==> src/eet_pkg.sv <==
// Shared types, field widths and codes for the expiring entry table.
// Used by every module of the block except eet_ram; no dependencies.
package eet_pkg;

  localparam int KEY_W  = 32;
  localparam int TAG_W  = 32;
  localparam int TIME_W = 48;
  localparam int CAP_W  = 5;
  localparam int OP_W   = 2;
  localparam int KIND_W = 2;
  localparam int WORD_W = KEY_W + TAG_W + TIME_W;

  localparam int MaxEntriesDef = 16;
  localparam logic [CAP_W-1:0] CapResetVal = 5'd16;

  localparam logic [OP_W-1:0] OP_ADD    = 2'd0;
  localparam logic [OP_W-1:0] OP_REMOVE = 2'd1;
  localparam logic [OP_W-1:0] OP_TICK   = 2'd2;

  localparam logic [KIND_W-1:0] KIND_ADD_OK  = 2'd0;
  localparam logic [KIND_W-1:0] KIND_FULL    = 2'd1;
  localparam logic [KIND_W-1:0] KIND_EXPIRED = 2'd2;
  localparam logic [KIND_W-1:0] KIND_LIVE    = 2'd3;

  // compare unit results
  typedef struct packed {
    logic key_hit;
    logic expired;
  } cmp_t;

endpackage

==> src/eet_ram.sv <==
// Generic single-port-write, single-port-read RAM with registered read.
// No dependencies.
module eet_ram #(
  parameter int WIDTH = 8,
  parameter int DEPTH = 16,
  localparam int AW = (DEPTH > 1) ? $clog2(DEPTH) : 1
) (
  input  logic             clk_i,
  input  logic             we_i,
  input  logic [AW-1:0]    waddr_i,
  input  logic [WIDTH-1:0] wdata_i,
  input  logic [AW-1:0]    raddr_i,
  output logic [WIDTH-1:0] rdata_o
);

  logic [WIDTH-1:0] mem [DEPTH];
  logic [WIDTH-1:0] rdata_q;

  always_ff @(posedge clk_i) begin
    if (we_i) begin
      mem[waddr_i] <= wdata_i;
    end
    rdata_q <= mem[raddr_i];
  end

  assign rdata_o = rdata_q;

endmodule

==> src/eet_cmp.sv <==
// Shared compare unit: key match and expiry test against one stored entry.
// Depends on eet_pkg.
module eet_cmp (
  input  logic [eet_pkg::KEY_W-1:0]  req_key_i,
  input  logic [eet_pkg::KEY_W-1:0]  ent_key_i,
  input  logic [eet_pkg::TIME_W-1:0] now_i,
  input  logic [eet_pkg::TIME_W-1:0] ent_exp_i,
  output eet_pkg::cmp_t              cmp_o
);
  import eet_pkg::*;

  always_comb begin
    cmp_o.key_hit = (req_key_i == ent_key_i);
    cmp_o.expired = (now_i > ent_exp_i);
  end

endmodule

==> src/expiring_entry_table.sv <==
// Expiring entry table: add/update, swap-remove and expiry sweep over a small RAM.
// Requests: add/remove search the n present entries in order (one RAM read + compare
// per entry), a swap move follows a removal; tick walks the entries from the top down.
// Throughput: one request at a time; start_i is taken only while busy_o is low.
// Results leave through a register, in the cycle after they are decided; no stall.
// Reset clears the entry count and sets capacity to 16; RAM contents are not reset.
module expiring_entry_table #(
  parameter int MaxEntries = eet_pkg::MaxEntriesDef,
  localparam int IW = (MaxEntries > 1) ? $clog2(MaxEntries) : 1,
  localparam int CW = $clog2(MaxEntries + 1)
) (
  input  logic                         clk_i,
  input  logic                         rst_ni,
  input  logic                         start_i,
  output logic                         busy_o,
  input  logic [eet_pkg::OP_W-1:0]     opcode_i,
  input  logic [eet_pkg::KEY_W-1:0]    key_i,
  input  logic [eet_pkg::TAG_W-1:0]    target_tag_i,
  input  logic [eet_pkg::TIME_W-1:0]   expiry_time_i,
  input  logic [eet_pkg::TIME_W-1:0]   now_time_i,
  input  logic                         cfg_we_i,
  input  logic [eet_pkg::CAP_W-1:0]    cfg_wdata_i,
  output logic                         res_valid_o,
  output logic [eet_pkg::KIND_W-1:0]   kind_o,
  output logic [eet_pkg::KEY_W-1:0]    entry_key_o,
  output logic [eet_pkg::TAG_W-1:0]    entry_tag_o,
  output logic                         last_o
);
  import eet_pkg::*;

  localparam int CMPW = (CW > CAP_W) ? CW : CAP_W;

  localparam logic [2:0] S_IDLE = 3'd0;
  localparam logic [2:0] S_SRCH = 3'd1;
  localparam logic [2:0] S_SCMP = 3'd2;
  localparam logic [2:0] S_TRD  = 3'd3;
  localparam logic [2:0] S_TCMP = 3'd4;
  localparam logic [2:0] S_MOVE = 3'd5;

  logic [2:0]        state_q, state_d;
  logic [CW-1:0]     cnt_q, cnt_d;
  logic [CW-1:0]     scan_q, scan_d;
  logic [IW-1:0]     dst_q, dst_d;
  logic [CAP_W-1:0]  cap_q;
  logic [OP_W-1:0]   op_q, op_d;
  logic [KEY_W-1:0]  key_q, key_d;
  logic [TAG_W-1:0]  tag_q, tag_d;
  logic [TIME_W-1:0] exp_q, exp_d;
  logic [TIME_W-1:0] now_q, now_d;

  logic              res_valid_q, res_valid_d;
  logic [KIND_W-1:0] kind_q, kind_d;
  logic [KEY_W-1:0]  rkey_q, rkey_d;
  logic [TAG_W-1:0]  rtag_q, rtag_d;
  logic              last_q, last_d;

  logic              we;
  logic [IW-1:0]     waddr, raddr;
  logic [WORD_W-1:0] wdata, rdata;
  logic [KEY_W-1:0]  rd_key;
  logic [TAG_W-1:0]  rd_tag;
  logic [TIME_W-1:0] rd_exp;
  cmp_t              cmp;

  logic [CW-1:0]     cnt_m1;
  logic              tbl_full;

  assign rd_key = rdata[WORD_W-1 -: KEY_W];
  assign rd_tag = rdata[TIME_W +: TAG_W];
  assign rd_exp = rdata[TIME_W-1:0];

  assign cnt_m1   = cnt_q - 1'b1;
  // capacity above MaxEntries acts as MaxEntries
  assign tbl_full = (CMPW'(cnt_q) >= CMPW'(cap_q)) || (CMPW'(cnt_q) >= CMPW'(MaxEntries));

  eet_ram #(
    .WIDTH (WORD_W),
    .DEPTH (MaxEntries)
  ) u_ram (
    .clk_i   (clk_i),
    .we_i    (we),
    .waddr_i (waddr),
    .wdata_i (wdata),
    .raddr_i (raddr),
    .rdata_o (rdata)
  );

  eet_cmp u_cmp (
    .req_key_i (key_q),
    .ent_key_i (rd_key),
    .now_i     (now_q),
    .ent_exp_i (rd_exp),
    .cmp_o     (cmp)
  );

  always_comb begin
    state_d     = state_q;
    cnt_d       = cnt_q;
    scan_d      = scan_q;
    dst_d       = dst_q;
    op_d        = op_q;
    key_d       = key_q;
    tag_d       = tag_q;
    exp_d       = exp_q;
    now_d       = now_q;
    res_valid_d = 1'b0;
    kind_d      = kind_q;
    rkey_d      = rkey_q;
    rtag_d      = rtag_q;
    last_d      = last_q;
    we          = 1'b0;
    waddr       = dst_q;
    wdata       = {key_q, tag_q, exp_q};
    raddr       = scan_q[IW-1:0];

    case (state_q)
      S_IDLE: begin
        if (start_i) begin
          op_d  = opcode_i;
          key_d = key_i;
          tag_d = target_tag_i;
          exp_d = expiry_time_i;
          now_d = now_time_i;
          if (opcode_i == OP_ADD || opcode_i == OP_REMOVE) begin
            scan_d  = '0;
            state_d = S_SRCH;
          end else if (opcode_i == OP_TICK && cnt_q != '0) begin
            scan_d  = cnt_q;
            state_d = S_TRD;
          end
        end
      end

      S_SRCH: begin
        if (scan_q == cnt_q) begin
          // key absent
          state_d = S_IDLE;
          if (op_q == OP_ADD) begin
            res_valid_d = 1'b1;
            rkey_d      = key_q;
            last_d      = 1'b1;
            if (tbl_full) begin
              kind_d = KIND_FULL;
              rtag_d = '0;
            end else begin
              kind_d = KIND_ADD_OK;
              rtag_d = tag_q;
              we     = 1'b1;
              waddr  = cnt_q[IW-1:0];
              cnt_d  = cnt_q + 1'b1;
            end
          end
        end else begin
          state_d = S_SCMP;
        end
      end

      S_SCMP: begin
        if (cmp.key_hit) begin
          if (op_q == OP_ADD) begin
            we          = 1'b1;
            waddr       = scan_q[IW-1:0];
            res_valid_d = 1'b1;
            kind_d      = KIND_ADD_OK;
            rkey_d      = key_q;
            rtag_d      = tag_q;
            last_d      = 1'b1;
            state_d     = S_IDLE;
          end else if (scan_q < cnt_m1) begin
            raddr   = cnt_m1[IW-1:0];
            dst_d   = scan_q[IW-1:0];
            state_d = S_MOVE;
          end else begin
            cnt_d   = cnt_m1;
            state_d = S_IDLE;
          end
        end else begin
          scan_d  = scan_q + 1'b1;
          state_d = S_SRCH;
        end
      end

      S_TRD: begin
        scan_d  = scan_q - 1'b1;
        raddr   = scan_d[IW-1:0];
        state_d = S_TCMP;
      end

      S_TCMP: begin
        res_valid_d = 1'b1;
        kind_d      = cmp.expired ? KIND_EXPIRED : KIND_LIVE;
        rkey_d      = rd_key;
        rtag_d      = rd_tag;
        last_d      = (scan_q == '0);
        if (cmp.expired && scan_q < cnt_m1) begin
          raddr   = cnt_m1[IW-1:0];
          dst_d   = scan_q[IW-1:0];
          state_d = S_MOVE;
        end else begin
          if (cmp.expired) begin
            cnt_d = cnt_m1;
          end
          state_d = (scan_q == '0) ? S_IDLE : S_TRD;
        end
      end

      S_MOVE: begin
        // last entry fills the vacated slot
        we    = 1'b1;
        waddr = dst_q;
        wdata = rdata;
        cnt_d = cnt_m1;
        if (op_q == OP_TICK && scan_q != '0) begin
          state_d = S_TRD;
        end else begin
          state_d = S_IDLE;
        end
      end

      default: begin
        state_d = S_IDLE;
      end
    endcase
  end

  always_ff @(posedge clk_i or negedge rst_ni) begin
    if (!rst_ni) begin
      state_q     <= S_IDLE;
      cnt_q       <= '0;
      cap_q       <= CapResetVal;
      res_valid_q <= 1'b0;
    end else begin
      state_q     <= state_d;
      cnt_q       <= cnt_d;
      res_valid_q <= res_valid_d;
      if (cfg_we_i) begin
        cap_q <= cfg_wdata_i;
      end
    end
  end

  always_ff @(posedge clk_i) begin
    scan_q <= scan_d;
    dst_q  <= dst_d;
    op_q   <= op_d;
    key_q  <= key_d;
    tag_q  <= tag_d;
    exp_q  <= exp_d;
    now_q  <= now_d;
    kind_q <= kind_d;
    rkey_q <= rkey_d;
    rtag_q <= rtag_d;
    last_q <= last_d;
  end

  assign busy_o      = (state_q != S_IDLE);
  assign res_valid_o = res_valid_q;
  assign kind_o      = kind_q;
  assign entry_key_o = rkey_q;
  assign entry_tag_o = rtag_q;
  assign last_o      = last_q;

endmodule

==> config.mk <==
export PLATFORM = sky130hd
export DESIGN_NAME = expiring_entry_table
export DESIGN_NICKNAME = d
export VERILOG_FILES = /design/src/eet_pkg.sv /design/src/eet_ram.sv /design/src/eet_cmp.sv /design/src/expiring_entry_table.sv
export SDC_FILE = /design/constraint.sdc
export NUM_CORES = 2
export LEC_CHECK = 0
export BUFFER_PORTS_ARGS = -buffer_cell sky130_fd_sc_hd__buf_4
export CORE_MARGIN = 2
export CORE_UTILIZATION = 34
export DETAILED_ROUTE_END_ITERATION = 8
export HOLD_SLACK_MARGIN = 0.1
export PLACE_DENSITY = 0.46
export SYNTH_ARGS = -nofsm -noshare
export SYNTH_HDL_FRONTEND = slang
export SYNTH_HIERARCHICAL = 1
export SYNTH_SLANG_ARGS = --single-unit
==> constraint.sdc <==
create_clock -name clk_i -period 27.7 [get_ports clk_i]
set_input_delay 2.77 -clock clk_i [delete_from_list [all_inputs] [get_ports clk_i]]
set_output_delay 2.77 -clock clk_i [all_outputs]
set_load 0.01 [all_outputs]
==> metrics.csv <==
stage,metric,value,unit
clock_network,CTS HTree Levels,4,
clock_network,CTS tree,built,
routing,WL final,216000,microns
worst_setup_path,Worst Path Arrival,8950,ps
clock_network,post-cts resize count,0,
floorplanning,Initial Utilization,34.2,%
floorplanning,die area,0.244,sq mm
worst_setup_path,Reg2Reg Launch Point,now_q[31],
routing,Via Count,38800,
power_and_ir_drop,VDD IR max,0.187,mV
worst_setup_path,Worst Reg2Reg Path Length in Cells,16,
placed_design,HPWL after detailed placement,109000,microns
synth,sequential area share after synthesis,77.9,%
routing,Post-route DRC,0,
worst_setup_path,CP endpoint kind,register,
sta,Slew @ Worst Pin,1250,ps
sta,slew margin rel.,16.1,%
power_and_ir_drop,P per Cell Area,111,mW/mm^2
synth,net count after synthesis,4035,
synth,"FFs w/ async S/R, synth",0.649,%
synth,Main synth FF type,edfxtp_1,
global_routing,initial antenna violation count,4,
final_layout,non-filler cells in the finished layout,7536,
synth,top-count cell post-synth,edfxtp_1,
clock_network,clock sinks,2156,
floorplanning,Rows,179,
sta,Final setup viols,0,
routing,initial drt markers,3330,
sta,fmax,0.121,GHz
job,total of max-cap violations,0,
global_routing,first-pass GRT wire length,309000,microns
global_routing,pin count of the biggest net entering global routing,136,
clock_network,clk buf depth,3,
clock_network,clk_lat worst skew,880,ps
synth,post-synth top area share,74.8,%
synth,largest area contributor in the synthesized netlist,edfxtp_1,
sta,final hold slack,555,ps
placed_design,dpl cell area,0.0873,sq mm
sta,Final period util,29.7,%
placed_design,GP Congestion,0.741,
synth,post-synth cell types,67,
hold_path,Hold WC Path Type,register to register,
worst_setup_path,CP startpoint kind,register,
power_and_ir_drop,sequential power share,39.7,%
clock_network,CTS clock-pin slew for the worst setup and hold paths,60,ps
power_and_ir_drop,sw frac,31.7,%
final_layout,FF/Latch Area,0.0636,sq mm
routing,drt wl/cell,28.7,microns
worst_setup_path,R2R setup slack,19470,ps
worst_setup_path,RR Endpoint,u_ram/rdata_o[66],
worst_setup_path,Critical Path Fanout Max,47,
synth,number of synthesized flops with an enable pin,2030,
routing,post-route ant nets,0,
hold_path,WHS Endpoint,cap_q[4],
hold_path,Hold Startpoint,cap_q[4],
synth,syn_area_per_cell,21.4,sq um
sta,final hold vios,0,
global_routing,GRT overflow,0,
sta,post-route setup slack,19470,ps
synth,top post-synthesis cells by count,"2,030 x edfxtp_1, 448 x mux4_2, 237 x nand2_1",
final_layout,post-route cell area,0.0951,sq mm
final_layout,area of the multi-input gates,0.0170,sq mm
clock_network,hold-fix buffers at CTS,0,
sta,TNS Setup,0,ps
clock_network,Root Buffer,clkbuf_16,
final_layout,Synth-to-Final Area Change,16.6,%
floorplanning,I/O pins,240,
final_layout,fill count,21300,
synth,cell area after synthesis,0.0815,sq mm
sta,"Slew Viols, Final",0,
floorplanning,Die X,494,microns
worst_setup_path,Crit Path Class,register to register,
power_and_ir_drop,P_int,0.00722,W
power_and_ir_drop,P_leak,30.7,nW
hold_path,WHS Path Cells,2,
global_routing,GRT Total Usage,17.6,%
synth,Yosys reg bits,2156,
floorplanning,core footprint,0.238,sq mm
power_and_ir_drop,Clock Power Share,29.6,%
placed_design,# port buffers,239,
final_layout,share of layout cells above drive strength 1,28.8,%
status,outcome,completed,
synth,synthesized instance count,3802,
sta,RSZ-0062 raised after global routing,false,
routing,TritonRoute pass-1 iters,7,
power_and_ir_drop,switching power,0.00336,W
final_layout,nets,4395,
synth,YS warnings,6,
sta,fin crit period,8230,ps
synth,cells taking the most area after synthesis,"edfxtp_1 75%, mux4_2 12%, dfxtp_1 2.7%, a22oi_1 2.1%, mux2_2 1.6%",
routing,vias per inst,5.15,
global_routing,vias in the first global route,41100,
floorplanning,Chip Height,494,microns
sta,Clock Skews,55.9,ps
clock_network,CTS Buf Count,229,
clock_network,"Setup Fix Bufs, Post-CTS",0,
placed_design,Place WS,19170,ps
worst_setup_path,WP data required,28420,ps
power_and_ir_drop,combinational power share,30.7,%
placed_design,dpl cells,7098,
[state kept, by name, indices dropped and copies added, names as in the netlist]
signal	flops
u_ram/mem	1792
u_ram/rdata_o	112
exp_q	48
now_q	48
entry_key_o	32
entry_tag_o	32
key_q	32
tag_q	32
cap_q	5
cnt_q	5
scan_q	5
dst_q	4
state_q	3
kind_o	2
op_q	2
last_o	1
res_valid_o	1
[stage by stage]
stage | power (W) | util, %
floorplan | 0.00655 | -
global placement | 0.00761 | 36.6
detailed placement | 0.00762 | 36.6
CTS | 0.0108 | 39.9
global route | 0.0111 | 39.9
finish | 0.0106 | 39.9
[worst max-delay path, cell delays in order, from the launching register on]
cell and delay (ps):
edfxtp_1 370, ha_1 340, nand4_1 220, nor4_1 690
o311a_1 280, nor3_1 50, nor3_1 1020, nand3_1 160
a211o_1 420, o221ai_4 190, buf_4 700, buf_4 880
buf_4 800, buf_4 860, mux4_2 600, a22oi_1 230
nand2_1 70
[area by class of cell]
type	count	area share, %
Sequential cell	2156	66.9
Multi-Input combinational cell	1393	17.9
Clock buffer	333	6.73
Tap cell	3167	4.17
Timing Repair Buffer	317	2.67
Clock inverter	104	1.40
Inverter	65	0.258
Antenna cell	1	0.00263
[placed cells by master (no fill, tap or decap), types with 38 or more instances in the layout]
cell type / instances
nand2_1: 235
dfxtp_1: 112
clkbuf_16: 229
buf_4: 304
mux2_2: 114
clkbuf_1: 76
edfxtp_1: 2030
xor2_1: 38
inv_1: 63
a22oi_1: 225
ha_1: 62
mux4_2: 448
[cell families after synthesis]
kind of cell	after synthesis	share of synthesized area (%)
fa+ha+maj	62	0.951
simple gates	358	1.94
xor+xnor	48	0.516
buf+inv	253	1.46
compound gates	362	3.24
flops	2156	77.9
mux	563	14.0
[worst max path at each step]
stage	endpoint	start	slack, ps
after floorplan	u_ram/mem[0][0]	cnt_q[0]	16710
after global placement	u_ram/rdata_o[66]	now_q[31]	19240
after detailed placement	u_ram/rdata_o[66]	now_q[31]	19170
after CTS	u_ram/rdata_o[66]	now_q[31]	19120
after global routing	u_ram/rdata_o[67]	now_q[31]	18720
final	u_ram/rdata_o[66]	now_q[31]	19470
[layer usage]
layer / vias to the layer above / track usage [%] / wire, microns
met1: 21200 / 24.9 / 97900
met4: 0 / 3.94 / 4000
met3: 279 / 2.26 / 8170
li1: 16500 / - / -
met5: - / 0 / 0
met2: 867 / 29.2 / 106000
[power groups by stage]
| stage | combinational (W) | sequential, W | clock (W) |
|---|---|---|---|
| finish | 0.00325 | 0.00421 | 0.00313 |
| global route | 0.00354 | 0.00423 | 0.00334 |
| CTS | 0.00335 | 0.00421 | 0.00321 |
| detailed placement | 0.00334 | 0.00428 | 0 |
| global placement | 0.00333 | 0.00428 | 0 |
| floorplan | 0.00235 | 0.00420 | 0 |
Note: power is estimated with default switching activity, not from simulation.
